### config.mk
export PLATFORM = sky130hd
export DESIGN_NAME = hbp_out_buf
export DESIGN_NICKNAME = d
export VERILOG_FILES = /design/src/rtl/hbp_pkg.sv /design/src/rtl/hbp_out_buf.sv
export SDC_FILE = /design/constraint.sdc
export NUM_CORES = 1
export LEC_CHECK = 0
export ABC_CLOCK_PERIOD_IN_PS = 2000
export BUFFER_PORTS_ARGS = -buffer_cell sky130_fd_sc_hd__buf_4
export CAP_MARGIN = 25
export CORE_MARGIN = 2
export CORE_UTILIZATION = 51
export CTS_BUF_LIST = sky130_fd_sc_hd__clkbuf_8
export CTS_CLUSTER_DIAMETER = 80
export DETAILED_ROUTE_END_ITERATION = 7
export GPL_ROUTABILITY_DRIVEN = 0
export GPL_TIMING_DRIVEN = 0
export PLACE_DENSITY = 0.9
export SLEW_MARGIN = 25
export SYNTH_ARGS = -nofsm -noshare
export SYNTH_HDL_FRONTEND = slang
export SYNTH_SLANG_ARGS = --single-unit
### constraint.sdc
create_clock -name clock -period 2 [get_ports clock]
set_input_delay 0.2 -clock clock [delete_from_list [all_inputs] [get_ports clock]]
set_output_delay 0.2 -clock clock [all_outputs]
set_load 0.05 [all_outputs]
### src/rtl/hbp_pkg.sv
package hbp_pkg;

   // Code table geometry and limits
   localparam int MAX_LEN        = 16;
   localparam int FIELD_CODE_MAX = 16;
   localparam int LEN_LIMIT      = (MAX_LEN < FIELD_CODE_MAX) ? MAX_LEN : FIELD_CODE_MAX;
   localparam int MAX_RESULTS    = 3;
   localparam int PAD_BYTES      = (MAX_LEN + 7) / 8;
   localparam int TABLE_DEPTH    = 256;
   localparam int CODE_W         = 16;
   localparam int LEN_W          = 5;
   localparam int ENTRY_W        = CODE_W + LEN_W;
   localparam int PEND_W         = 7;
   localparam int PCNT_W         = 3;
   localparam int ACC_W          = PEND_W + CODE_W;

   // Flush byte counts, capped at the result limit
   localparam int FLUSH_N_PEND  = (1 + PAD_BYTES > MAX_RESULTS) ? MAX_RESULTS : 1 + PAD_BYTES;
   localparam int FLUSH_N_EMPTY = (PAD_BYTES > MAX_RESULTS) ? MAX_RESULTS : PAD_BYTES;

   typedef enum logic [1:0] {
      MODE_LOAD   = 2'd0,
      MODE_ENCODE = 2'd1,
      MODE_FLUSH  = 2'd2
   } mode_type;

   // Group of bytes handed from the packer to the output buffer
   typedef struct packed {
      logic [1:0]      cnt;
      logic [2:0][7:0] data;
   } burst_type;

   // Saturate the length and clear stray code bits for a table write
   function automatic logic [ENTRY_W-1:0] load_entry(input logic [CODE_W-1:0] bits,
                                                     input logic [LEN_W-1:0]  len);
      logic [LEN_W-1:0]  slen;
      logic [CODE_W:0]   mask;
      begin
         slen = (len > LEN_W'(LEN_LIMIT)) ? LEN_W'(LEN_LIMIT) : len;
         mask = (17'd1 << slen) - 17'd1;
         return {slen, bits & mask[CODE_W-1:0]};
      end
   endfunction

endpackage

### src/rtl/hbp_out_buf.sv
module hbp_out_buf (
   input  logic               clock,
   input  logic               reset,
   input  logic               load,
   input  hbp_pkg::burst_type burst,
   output logic               free,
   output logic               rsp_valid,
   input  logic               rsp_ready,
   output logic [7:0]         rsp_out_byte,
   output logic               rsp_last
);
   import hbp_pkg::*;

   logic [1:0]      cnt_ff, cnt_in;
   logic [2:0][7:0] data_ff, data_in;
   logic            pop;

   assign pop  = rsp_valid && rsp_ready;
   assign free = (cnt_ff == 2'd0) || ((cnt_ff == 2'd1) && rsp_ready);

   // Byte queue: refill from the packer, else shift out one byte on each rsp_ handshake
   always_comb begin
      cnt_in  = cnt_ff;
      data_in = data_ff;
      if (load) begin
         cnt_in  = burst.cnt;
         data_in = burst.data;
      end else if (pop) begin
         cnt_in  = cnt_ff - 2'd1;
         data_in = {8'd0, data_ff[2], data_ff[1]};
      end
   end

   always_ff @(posedge clock) begin
      if (reset) begin
         cnt_ff <= '0;
      end else begin
         cnt_ff <= cnt_in;
      end
      data_ff <= data_in;
   end

   assign rsp_valid    = (cnt_ff != 2'd0);
   assign rsp_out_byte = data_ff[0];
   assign rsp_last     = (cnt_ff == 2'd1);

endmodule

==> flow_metrics.py <==
metrics = {
    "grt": {
        "grt_pass1_wl_mm": 2.82,
        "grt_usage_pct": 14.7,
        "antenna_found_initial": 0,
        "grt_max_degree": 25,
        "grt_overflow": 0,
        "grt_pass1_vias": 705,
    },
    "sta": {
        "fin_crit_sh_pct": 83.9,
        "worstMarginPinSlew_ns": 0.532,
        "rsz0062_at_grt": "no",
        "timing_hold_violations_final": 0,
        "skew_ns": 0.000939,
        "min_period_ns": 1.68,
        "tns_ns": 0,
        "slew_viol_final": 0,
        "max_freq_mhz": 596,
        "setup-violations-final": 0,
        "slew_headroom_pct": 64.6,
    },
    "yosys": {
        "syn_area_per_cell_um2": 15.3,
        "synth_area_leader_cell": "edfxtp_1",
        "yosysTopAreaCellShare_pct": 60.6,
        "ys_seq_area_share_pct": 63.9,
        "netlist_area_um2": 1190,
        "synth_cells": 78,
        "synth_warnings": 0,
        "synth.distinct_cells": 18,
        "synth-seq-cells": 26,
        "synthTopCellsByArea": "edfxtp_1 (61%), mux2_2 (15%), buf_4 (5.0%), and2_1 (4.2%), dfxtp_1 (3.4%)",
        "syn-num-nets": 110,
    },
    "setup_path": {
        "path_buf_inv": 1,
        "cp_slowest_stage_delay_ns": 0.47,
        "path_delay_family": "simple AND/OR/NAND/NOR gates",
        "end_kind": "register",
        "cp_max_fo": 24,
        "start_kind": "register",
        "cp.required_ns": 1.90,
        "crit_type": "register to register",
        "path_cells": "inv_1 > ha_1 > nor2b_4 > or2_2",
        "cp_slowest_cell": "or2_2",
        "arrival_ns": 1.58,
    },
    "cts": {
        "htreeDepth": 1,
        "cts_tree": "done",
        "clk_pin_slew_ns": 0.08,
        "post-cts-setup-buffers": 0,
        "cts_root_buf": "clkbuf_8",
        "holdBufCountCts": 0,
        "post_cts_resized": 0,
        "cts_made_buffers": 3,
        "clock_latency_ns": 0.26,
        "cts.sinks": 26,
        "cts_buffer_depth": 2,
    },
    "flow_run": {
        "cap_violations": 0,
    },
    "layout": {
        "fin_nets": 154,
        "num_antenna_cells": 0,
        "drive_gt1_share_pct": 59.2,
        "final_common_cell": "buf_4",
        "syn2layout_area_growth_pct": 31.0,
        "layout_common_cells": "buf_4 (47), edfxtp_1 (24), mux2_2 (16)",
        "fillCellCount": 156,
    },
    "floorplan": {
        "ioPinCount": 41,
        "dieArea_um2": 2740,
        "initial_core_util_pct": 53.8,
        "row_count": 17,
        "dieWidth_um": 52.3,
        "die_h_um": 52.3,
        "core_area_um2": 2210,
    },
    "detailed_routing": {
        "vias": 713,
        "drt-total-wl_mm": 1.79,
        "drtIter0Drc": 7,
        "via_per_inst": 4.82,
        "drc": 0,
        "antenna_left": 0,
        "wl_per_cell_um": 12.1,
        "firstDrtPassIters": 3,
    },
    "power": {
        "total_power_w": 0.00123,
        "ir_drop_mv": 0.501,
        "leakage_nw": 0.666,
        "p_per_area_nw_per_um2": 787,
    },
    "min_path": {
        "hold_path_class": "primary input to register",
    },
    "placement": {
        "portBuffers": 39,
    },
    "run_status": {
        "status": "completed",
    },
}
==> synth_stat cells <==
| cell | count |
|---|---|
| inv_1 | 4 |
| nand2_1 | 3 |
| a211oi_1 | 1 |
| xnor2_1 | 1 |
| nor2b_4 | 1 |
| or2_2 | 1 |
| buf_2 | 1 |
| and2_1 | 8 |
| dfxtp_1 | 2 |
| mux2_2 | 16 |
| o211ai_1 | 1 |
| edfxtp_1 | 24 |
| buf_4 | 8 |
| ha_1 | 2 |
| a21oi_1 | 1 |
| buf_6 | 2 |
| nor2_1 | 1 |
| nand3b_1 | 1 |
==> cell families (layout without fill, tap and decap cells) <==
| family | count (synthesis) | in the layout | synth area share, % |
|---|---|---|---|
| DFF | 26 | 26 | 63.9 |
| muxes | 16 | 16 | 15.1 |
| and+or+nand+nor | 15 | 15 | 7.78 |
| buffers and inverters | 15 | 57 | 8.62 |
| AOI/OAI and AO/OA | 3 | 3 | 1.68 |
| adders and majority gates | 2 | 2 | 2.10 |
| xor gates and xnor gates | 1 | 1 | 0.736 |
==> state kept, by name (all words and copies together) (netlist names) <==
signal,count
cnt_ff,2
rsp_out_byte,8
data_ff,16
==> per-stage QoR <==
stage	instance area (um2)	std cells	hold WS, ns	setup WS [ns]	utilization (%)
3_3_place_gp	1520	145	0.365	0.380	68.6
5_1_grt	1560	148	0.0991	0.205	70.5
6_report	1560	148	0.101	0.322	70.5
2_1_floorplan	1190	78	0.269	0.425	-
4_1_cts	1560	148	0.0971	0.301	70.5
3_5_place_dp	1520	145	0.375	0.313	68.6
==> final cells by class <==
class	count	area, um2	area share, %
plain buffers	11	87.6	5.62
repair buffers	39	293	18.8
inverters	4	15.0	0.963
clock buffers	3	41.3	2.65
well taps	28	35.0	2.25
multi-input cells	37	327	20.9
flip-flops and latches	26	761	48.8
==> power breakdown <==
group          switching [W]  internal, W  leakage (nW)
combinational       0.000151     0.000132         0.384
sequential         0.0000150     0.000658         0.261
clock               0.000138     0.000134        0.0216
total               0.000304     0.000924         0.666
==> routing by layer <==
layer  vias up  track usage (%)  part of all wire [%]  wire length, um
li1        354                -                     -                -
met1       322             14.0                    37              669
met2        33             28.7                    53              953
met3         4             2.86                   7.8              140
met4         0             7.69                   1.5               26
met5         -                0                     0                0
==> path summary, 6_finish.rpt <==
kind	slack (ns)	end	start	cells past startpoint
worst min-delay path	0.10	cnt_ff[1]	reset	2
worst max register to register	0.32	data_ff[23]	cnt_ff[0]	4
worst max-delay path	0.32	data_ff[23]	cnt_ff[0]	4
worst min register to register	0.55	rsp_out_byte[2]	data_ff[10]	1
No activity file was read; power rests on OpenSTA's default activity.
