[src/rtl/hbp_pkg.sv]
package hbp_pkg;

   // Code table geometry and limits
   localparam int MAX_LEN        = 16;
   localparam int FIELD_CODE_MAX = 16;
   localparam int LEN_LIMIT      = (MAX_LEN < FIELD_CODE_MAX) ? MAX_LEN : FIELD_CODE_MAX;
   localparam int MAX_RESULTS    = 3;
   localparam int PAD_BYTES      = (MAX_LEN + 7) / 8;
   localparam int TABLE_DEPTH    = 256;
   localparam int CODE_W         = 16;
   localparam int LEN_W          = 5;
   localparam int ENTRY_W        = CODE_W + LEN_W;
   localparam int PEND_W         = 7;
   localparam int PCNT_W         = 3;
   localparam int ACC_W          = PEND_W + CODE_W;

   // Flush byte counts, capped at the result limit
   localparam int FLUSH_N_PEND  = (1 + PAD_BYTES > MAX_RESULTS) ? MAX_RESULTS : 1 + PAD_BYTES;
   localparam int FLUSH_N_EMPTY = (PAD_BYTES > MAX_RESULTS) ? MAX_RESULTS : PAD_BYTES;

   typedef enum logic [1:0] {
      MODE_LOAD   = 2'd0,
      MODE_ENCODE = 2'd1,
      MODE_FLUSH  = 2'd2
   } mode_type;

   // Group of bytes handed from the packer to the output buffer
   typedef struct packed {
      logic [1:0]      cnt;
      logic [2:0][7:0] data;
   } burst_type;

   // Saturate the length and clear stray code bits for a table write
   function automatic logic [ENTRY_W-1:0] load_entry(input logic [CODE_W-1:0] bits,
                                                     input logic [LEN_W-1:0]  len);
      logic [LEN_W-1:0]  slen;
      logic [CODE_W:0]   mask;
      begin
         slen = (len > LEN_W'(LEN_LIMIT)) ? LEN_W'(LEN_LIMIT) : len;
         mask = (17'd1 << slen) - 17'd1;
         return {slen, bits & mask[CODE_W-1:0]};
      end
   endfunction

endpackage

[src/rtl/hbp_packer.sv]
module hbp_packer (
   input  logic                        clock,
   input  logic                        reset,
   input  logic                        take,
   input  logic [1:0]                  take_mode,
   input  logic [hbp_pkg::ENTRY_W-1:0] entry,
   input  logic                        advance,
   output logic                        busy,
   output hbp_pkg::burst_type          burst
);
   import hbp_pkg::*;

   logic              s1_valid_ff, s1_valid_in;
   logic [1:0]        s1_mode_ff, s1_mode_in;
   logic [PEND_W-1:0] pend_bits_ff, pend_bits_in;
   logic [PCNT_W-1:0] pend_cnt_ff, pend_cnt_in;

   logic [LEN_W-1:0]  clen;
   logic [ACC_W-1:0]  acc;
   logic [LEN_W-1:0]  total;
   logic [PCNT_W-1:0] new_cnt;
   logic [PEND_W-1:0] new_bits;
   logic [PEND_W:0]   new_mask;

   // Stage register: one item held while its entry comes out of the table
   always_comb begin
      s1_valid_in = s1_valid_ff;
      s1_mode_in  = s1_mode_ff;
      if (take) begin
         s1_valid_in = 1'b1;
         s1_mode_in  = take_mode;
      end else if (advance) begin
         s1_valid_in = 1'b0;
      end
   end

   // Append code bits to the pending bits
   always_comb begin
      clen = entry[ENTRY_W-1:CODE_W];
      if (clen > LEN_W'(FIELD_CODE_MAX)) begin
         clen = LEN_W'(FIELD_CODE_MAX);
      end
      acc   = ACC_W'(pend_bits_ff) | (ACC_W'(entry[CODE_W-1:0]) << pend_cnt_ff);
      total = LEN_W'(pend_cnt_ff) + clen;
      new_cnt  = total[PCNT_W-1:0];
      new_mask = (8'd1 << new_cnt) - 8'd1;
      unique case (total[4:3])
         2'd0:    new_bits = acc[6:0];
         2'd1:    new_bits = acc[14:8];
         default: new_bits = acc[22:16];
      endcase
      new_bits = new_bits & new_mask[PEND_W-1:0];
   end

   // Bytes for the output buffer and next pending state
   always_comb begin
      burst        = '0;
      pend_bits_in = pend_bits_ff;
      pend_cnt_in  = pend_cnt_ff;
      unique case (s1_mode_ff)
         MODE_ENCODE: begin
            burst.cnt     = total[4:3];
            burst.data[0] = acc[7:0];
            burst.data[1] = acc[15:8];
            burst.data[2] = {1'b0, acc[22:16]};
            pend_bits_in  = new_bits;
            pend_cnt_in   = new_cnt;
         end
         MODE_FLUSH: begin
            if (pend_cnt_ff != '0) begin
               burst.cnt     = 2'(FLUSH_N_PEND);
               burst.data[0] = {1'b0, pend_bits_ff};
            end else begin
               burst.cnt = 2'(FLUSH_N_EMPTY);
            end
            pend_bits_in = '0;
            pend_cnt_in  = '0;
         end
         default: begin
            // load and unused codes give no bytes
            burst.cnt = 2'd0;
         end
      endcase
      if (!advance) begin
         pend_bits_in = pend_bits_ff;
         pend_cnt_in  = pend_cnt_ff;
      end
   end

   always_ff @(posedge clock) begin
      if (reset) begin
         s1_valid_ff  <= 1'b0;
         pend_bits_ff <= '0;
         pend_cnt_ff  <= '0;
      end else begin
         s1_valid_ff  <= s1_valid_in;
         pend_bits_ff <= pend_bits_in;
         pend_cnt_ff  <= pend_cnt_in;
      end
      s1_mode_ff <= s1_mode_in;
   end

   assign busy = s1_valid_ff;

endmodule

[config.mk]
export PLATFORM = sky130hd
export DESIGN_NAME = hbp_packer
export DESIGN_NICKNAME = d
export VERILOG_FILES = /design/src/rtl/hbp_pkg.sv /design/src/rtl/hbp_packer.sv
export SDC_FILE = /design/constraint.sdc
export NUM_CORES = 1
export LEC_CHECK = 0
export BUFFER_PORTS_ARGS = -buffer_cell sky130_fd_sc_hd__buf_2
export CAP_MARGIN = 20
export CORE_MARGIN = 1
export CORE_UTILIZATION = 30
export DETAILED_ROUTE_END_ITERATION = 12
export GPL_TIMING_DRIVEN = 0
export MAX_ROUTING_LAYER = met4
export PLACE_DENSITY_LB_ADDON = 0.15
export SLEW_MARGIN = 20
export SYNTH_ARGS = -nofsm -noshare
export SYNTH_HDL_FRONTEND = slang
export SYNTH_SLANG_ARGS = --single-unit
export TNS_END_PERCENT = 1
[constraint.sdc]
create_clock -name clock -period 3.61 [get_ports clock]
set_clock_uncertainty 0.15 [all_clocks]
set_input_delay 0.9025 -clock clock [delete_from_list [all_inputs] [get_ports clock]]
set_output_delay 0.9025 -clock clock [all_outputs]
set_load 0.03 [all_outputs]
==> impl_metrics.toml, run 1 <==
[outcome]
outcome = "completed"

[power]
peakVddDrop_uv = 249.1
power_uw = 577.1
power_leakage_nw = 0.9627
powerDensity_nw_per_um2 = 249.5

[logic_synthesis]
synth.most_common_cell = "nand2_1"
syn-num-nets = 275
async_reset_ff_frac = 0
synthCells = 241
synth_common_cells = "27 x nand2_1, 25 x mux2_2, 25 x nor2_1"
synth-main-ff-cell = "dfxtp_1"
ys_types = 50
netlist_top_cells_area = "mux2_2 15%, dfxtp_1 12%, mux2i_1 8.9%"
synth.top_cell.area_share = 0.1478
seq_area_frac_synth = 0.1472
syn_area_um2 = 1904
ys_seq_elements = 13
synth_top_area_cell = "mux2_2"
ys_warn_count = 0
avgSynthCellArea_um2 = 7.902
synth-edff-count = 2

[layout]
drive_above_1_share = 0.3266
nets = 332
area_delta_synth_final_pct = 21.48
antennaDiodeCount = 0

[timing]
rsz0062_at_grt = "true"
layout_setup_ws_ns = 0.1411
fin_crit_ns = 3.469
worst_pin_slew_ns = 0.6268
maxSlewHeadroom = 0.5822
setup_viol_count_final = 0
period_share = 0.9609
fmax_mhz = 288.3
hold_violations = 0
maxSlewViolCount = 0

[drt]
route.detailed.drc = 0
first_pass_iters = 4
m1WireLength_um = 2747
postRouteWirelength_um = 6142
dr_wl_met2_um = 2863
ant_nets = 0
routed_via_density = 5.376
vias = 2000
drt_iter0_markers = 89
routedWlPerCell_um = 16.51
dr.max_layer_used = "met4"
wl_met3_um = 443

[critical_path]
required_ns = 2.56
crit_fanout = 6
cp-startpoint = "entry[18]"
worstReg2RegStart = "pend_cnt_ff[0]"
critPathKind = "in2out"
cp-end-kind = "output pin"
arrival_ns = 2.42
crit_path_start_kind = "primary input"

[run]
cap_violations = 0

[cts]
numCtsBuffers = 3
clk_pin_slew_ns = 0.06
clock-sinks = 13
post_cts_buffers = 0
cts_tree = "built"
h-tree-depth = 1
cts_max_path_buffers = 2
cts-root-buf = "clkbuf_8"
clkLatencyLatePin_ns = 0.24

[global_routing]
overflow = 0
track_usage = 0.1940
grt_first_pass_wirelength_um = 9349
grt_max_degree = 11
antenna_found_initial = 0
grt_pass1_vias = 1831

[floorplan]
die-area_um2 = 6670
ios = 54
core_um2 = 6026
fp.dieW_um = 81.67
die_h_um = 81.67
core.rowCount = 28
start_util = 0.3160

[worst_hold_path]
min_from = "pend_bits_ff[1]"
hold_class = "reg2reg"

[place]
gp_congestion = 0.8367
numPortBuffers = 52
hpwl_um = 4980
pre_cts_slack_ns = -0.1458
-- routing by layer --
metal,GRT usage,vias to the layer above
met3,0.02333,6
met5,-,-
met2,0.3225,70
li1,-,990
met1,0.2512,934
met4,0.04211,0
-- power by group --
| part | switching [mW] | leakage [nW] | internal [mW] | total [mW] |
|---|---|---|---|---|
| Sequential | 0.00749 | 0.109 | 0.154 | 0.162 |
| Combinational | 0.170 | 0.831 | 0.115 | 0.285 |
| Clock | 0.0522 | 0.0228 | 0.0780 | 0.130 |
| Total | 0.230 | 0.963 | 0.347 | 0.577 |
-- kinds of logic after synthesis --
group,share of synthesized area
xor+xnor,0.02300
other cells,0.001969
buf+inv,0.05782
simple gates,0.2510
mux,0.2746
flops,0.1472
fa+ha+maj,0.04993
compound gates,0.1945
-- worst max-delay path, cell delays in order --
cell and delay [ns]:
buf_2 0.09, nor2b_1 0.12, ha_1 0.27, clkbuf_1 0.27
nand3_1 0.14, and2_1 0.22, o21ai_0 0.18, buf_2 0.22
-- layout make-up --
class | instances | area (um2)
Inverter | 6 | 22.52
Sequential cell | 13 | 280.3
Timing Repair Buffer | 52 | 260.3
Tap cell | 75 | 93.84
Fill cell | 662 | 3712
Clock buffer | 4 | 45.04
Buffer | 14 | 87.58
Multi-Input combinational cell | 208 | 1524
-- repair_timing --
action	CTS	global route
gates resized for setup	0	2
hold buffers	0	0
endpoints found under the setup margin	0	3
-- cells in the final DEF (no fill, tap or decap), drive strengths merged, types with 6 or more instances in the layout --
cell    synthesis  layout
nand2          27      27
buf             9      61
ha              6       6
clkbuf          5       9
mux2           25      25
nand2b          6       6
mux2i          17      17
dfxtp          11      11
nor2b          11      11
a21oi          14      14
and2            8       8
o21ai          11      11
nor2           25      25
inv             6       6
-- stage by stage --
step                utilization   TNS (ns)  instances  hold slack [ns]  cell area (um2)
detailed placement       0.3748    -0.1784        368           0.3312             2258
global placement         0.3748    -0.1436        368           0.3172             2258
finish                   0.3839          0        372           0.3385             2313
global route             0.3839  -0.007289        372           0.3525             2313
floorplan                     -          0        241           0.2927             1904
CTS                      0.3823          0        372           0.3394             2303
-- final timing paths --
check	slack [ns]	to	cells past startpoint
setup / recovery	0.14	burst[25]	8
hold / removal	0.34	pend_bits_ff[1]	2
setup reg to reg	0.60	pend_bits_ff[6]	9
hold reg to reg	0.34	pend_bits_ff[1]	2
-- registers in the layout, indices dropped and copies added (netlist names) --
name	flops
busy	1
pend_cnt_ff	3
s1_mode_ff	2
pend_bits_ff	7
Power figures use the tool's default switching activity.
==> run 2, diff against run 1 <==
--- a/config.mk
+++ b/config.mk
@@ -7,10 +7,11 @@
 export LEC_CHECK = 0
 export BUFFER_PORTS_ARGS = -buffer_cell sky130_fd_sc_hd__buf_2
 export CAP_MARGIN = 20
+export CELL_PAD_IN_SITES_DETAIL_PLACEMENT = 1
+export CELL_PAD_IN_SITES_GLOBAL_PLACEMENT = 1
 export CORE_MARGIN = 1
 export CORE_UTILIZATION = 30
 export DETAILED_ROUTE_END_ITERATION = 12
-export GPL_TIMING_DRIVEN = 0
 export MAX_ROUTING_LAYER = met4
 export PLACE_DENSITY_LB_ADDON = 0.15
 export SLEW_MARGIN = 20
==> run 2 against run 1 <==
  * Wire length increased by 3.1%
  * Clock-buffer cell count unchanged
  * Total power increased by 0.73%
  * Register-to-register slack improved by 0.07 ns
  * Utilization decreased by 0.46 points
  * Sequential share of layout area increased by 0.15 points
  * Largest cell class unchanged
  * Sequential cell count unchanged
==> impl_metrics.toml, run 2 (synthesis results as in run 1) <==
[layout]
nFillCells = 779
antennaDiodeCount = 0
largest_register_ffs = 7
nets = 327
final_common_cell = "buf_2"
regMostFlops = "pend_bits_ff"
area_delta_synth_final_pct = 20.04
mostFrequentLayoutCells = "52 x buf_2, 27 x nand2_1, 25 x mux2_2, 25 x nor2_1, 17 x mux2i_1"
drive_above_1_share = 0.3288
reg.largest.list = "pend_bits_ff (7), pend_cnt_ff (3), s1_mode_ff (2)"

[place]
gp_congestion = 0.8569
pre_cts_slack_ns = 0.09021
hpwl_um = 5213
numPortBuffers = 52

[critical_path]
max_stage_delay_ns = 0.48
critPathKind = "in2out"
critPathSlowestCell = "fa_1"
crit_fanout = 7
worst_path_most_repeated_cell = "buf_2"
crit_path_start_kind = "primary input"
required_ns = 2.56
arrival_ns = 2.41
crit_chain = "buf_2, nor2b_1, ha_1, fa_1, nand3_1, and2_1, o21ai_0, buf_2"
cp-end-kind = "output pin"

[drt]
vias = 1974
route.detailed.drc = 0
routedWlPerCell_um = 17.25
dr_wl_met2_um = 3028
drt_iter0_markers = 58
routed_via_density = 5.379
postRouteWirelength_um = 6331
first_pass_iters = 4
dr.max_layer_used = "met4"
wl_met3_um = 154
ant_nets = 0
m1WireLength_um = 3089

[floorplan]
fp.dieW_um = 81.67
ios = 54
start_util = 0.3160
die-area_um2 = 6670
die_h_um = 81.67
core_um2 = 6026
core.rowCount = 28

[timing]
maxSlewHeadroom = 0.6410
hold_violations = 0
fmax_mhz = 288.9
period_share = 0.9589
setup_tns_ns = 0
maxSlewViolCount = 0
worst_pin_slew_ns = 0.5344
setup_viol_count_final = 0
rsz0062_at_grt = "false"
layout_setup_ws_ns = 0.1483
fin_crit_ns = 3.462

[cts]
clk_pin_slew_ns = 0.06
clock-sinks = 13
holdBufCountCts = 0
numCtsBuffers = 3
h-tree-depth = 1
cts-root-buf = "clkbuf_8"
clkLatencyLatePin_ns = 0.25
cts_max_path_buffers = 2
cts_tree = "built"

[global_routing]
grt_first_pass_wirelength_um = 9770
track_usage = 0.2015
grt_pass1_vias = 1928
antenna_found_initial = 0
grt_max_degree = 32
overflow = 0

[power]
power_leakage_nw = 0.9525
p_switching_uw = 234.1
clockPowerShare = 0.227
powerDensity_nw_per_um2 = 254.3
seqPwrFrac = 0.275
power.internal_uw = 347.2
peakVddDrop_uv = 170.7
sw_frac_of_total = 0.4027
pwr-share-comb = 0.498

[worst_hold_path]
hold_class = "reg2reg"

[run]
cap_violations = 0

[outcome]
outcome = "completed"
## run 2: cell types whose count changed in the layout (fill, tap and decap cells not counted)
cell	before	now
xnor2_1	3	4
buf_6	3	0
nor2b_2	0	1
fa_1	0	1
fa_2	1	0
buf_4	2	9
xnor2_2	1	0
clkbuf_1	6	1
buf_2	56	52
nor2b_1	10	9
## run 2: final timing paths
path                                      start              end  slack (ns)  cells after the start
worst max-delay path                  entry[20]        burst[25]        0.15                      8
worst min-delay path            pend_bits_ff[5]  pend_bits_ff[5]        0.33                      2
worst max register to register   pend_cnt_ff[0]  pend_bits_ff[6]        0.67                     10
worst min register to register  pend_bits_ff[5]  pend_bits_ff[5]        0.33                      2
## run 2: routing by layer
metal	GRT usage	vias up
li1	-	986
met1	0.2628	950
met2	0.3383	33
met3	0.01333	5
met4	0.04912	0
met5	-	-
## run 2: final cells by class
cell class,count,area (um2),share of cell area
clock buffers,4,45.04,0.01970
inverters,6,22.52,0.009852
multi-input cells,208,1516,0.6634
flip-flops and latches,13,280.3,0.1226
well taps,75,93.84,0.04105
repair buffers,61,327.8,0.1434
## run 2: repair_timing
action	4_1_cts	5_1_grt
setup buffers	0	0
endpoints found under the hold margin	0	0
resized for setup	0	1
setup endpoints to repair	0	1
## run 2: power groups by stage
stage / logic, mW / clock network [mW] / registers, mW
2_1_floorplan: 0.198 / 0 / 0.164
6_report: 0.289 / 0.132 / 0.160
4_1_cts: 0.289 / 0.138 / 0.160
3_5_place_dp: 0.287 / 0 / 0.163
3_3_place_gp: 0.285 / 0 / 0.163
5_1_grt: 0.314 / 0.145 / 0.161
## run 2: worst max-delay path: cells and delay by family
kind / cells / cell delay, ns
simple gates: 3 / 0.36
compound gates: 1 / 0.10
fa+ha+maj: 2 / 0.70
buf+inv: 2 / 0.35
## run 2: metrics by stage
stage | area, um2 | std cells | utilization | total power [mW] | hold slack [ns]
final | 2286 | 367 | 0.3794 | 0.5813 | 0.3330
after global routing | 2286 | 367 | 0.3794 | 0.6197 | 0.3765
after CTS | 2283 | 367 | 0.3789 | 0.5867 | 0.3348
after detailed placement | 2238 | 363 | 0.3715 | 0.4498 | 0.3236
after global placement | 2238 | 363 | 0.3715 | 0.4472 | 0.3203
after floorplan | 1904 | 241 | - | 0.3621 | 0.2927
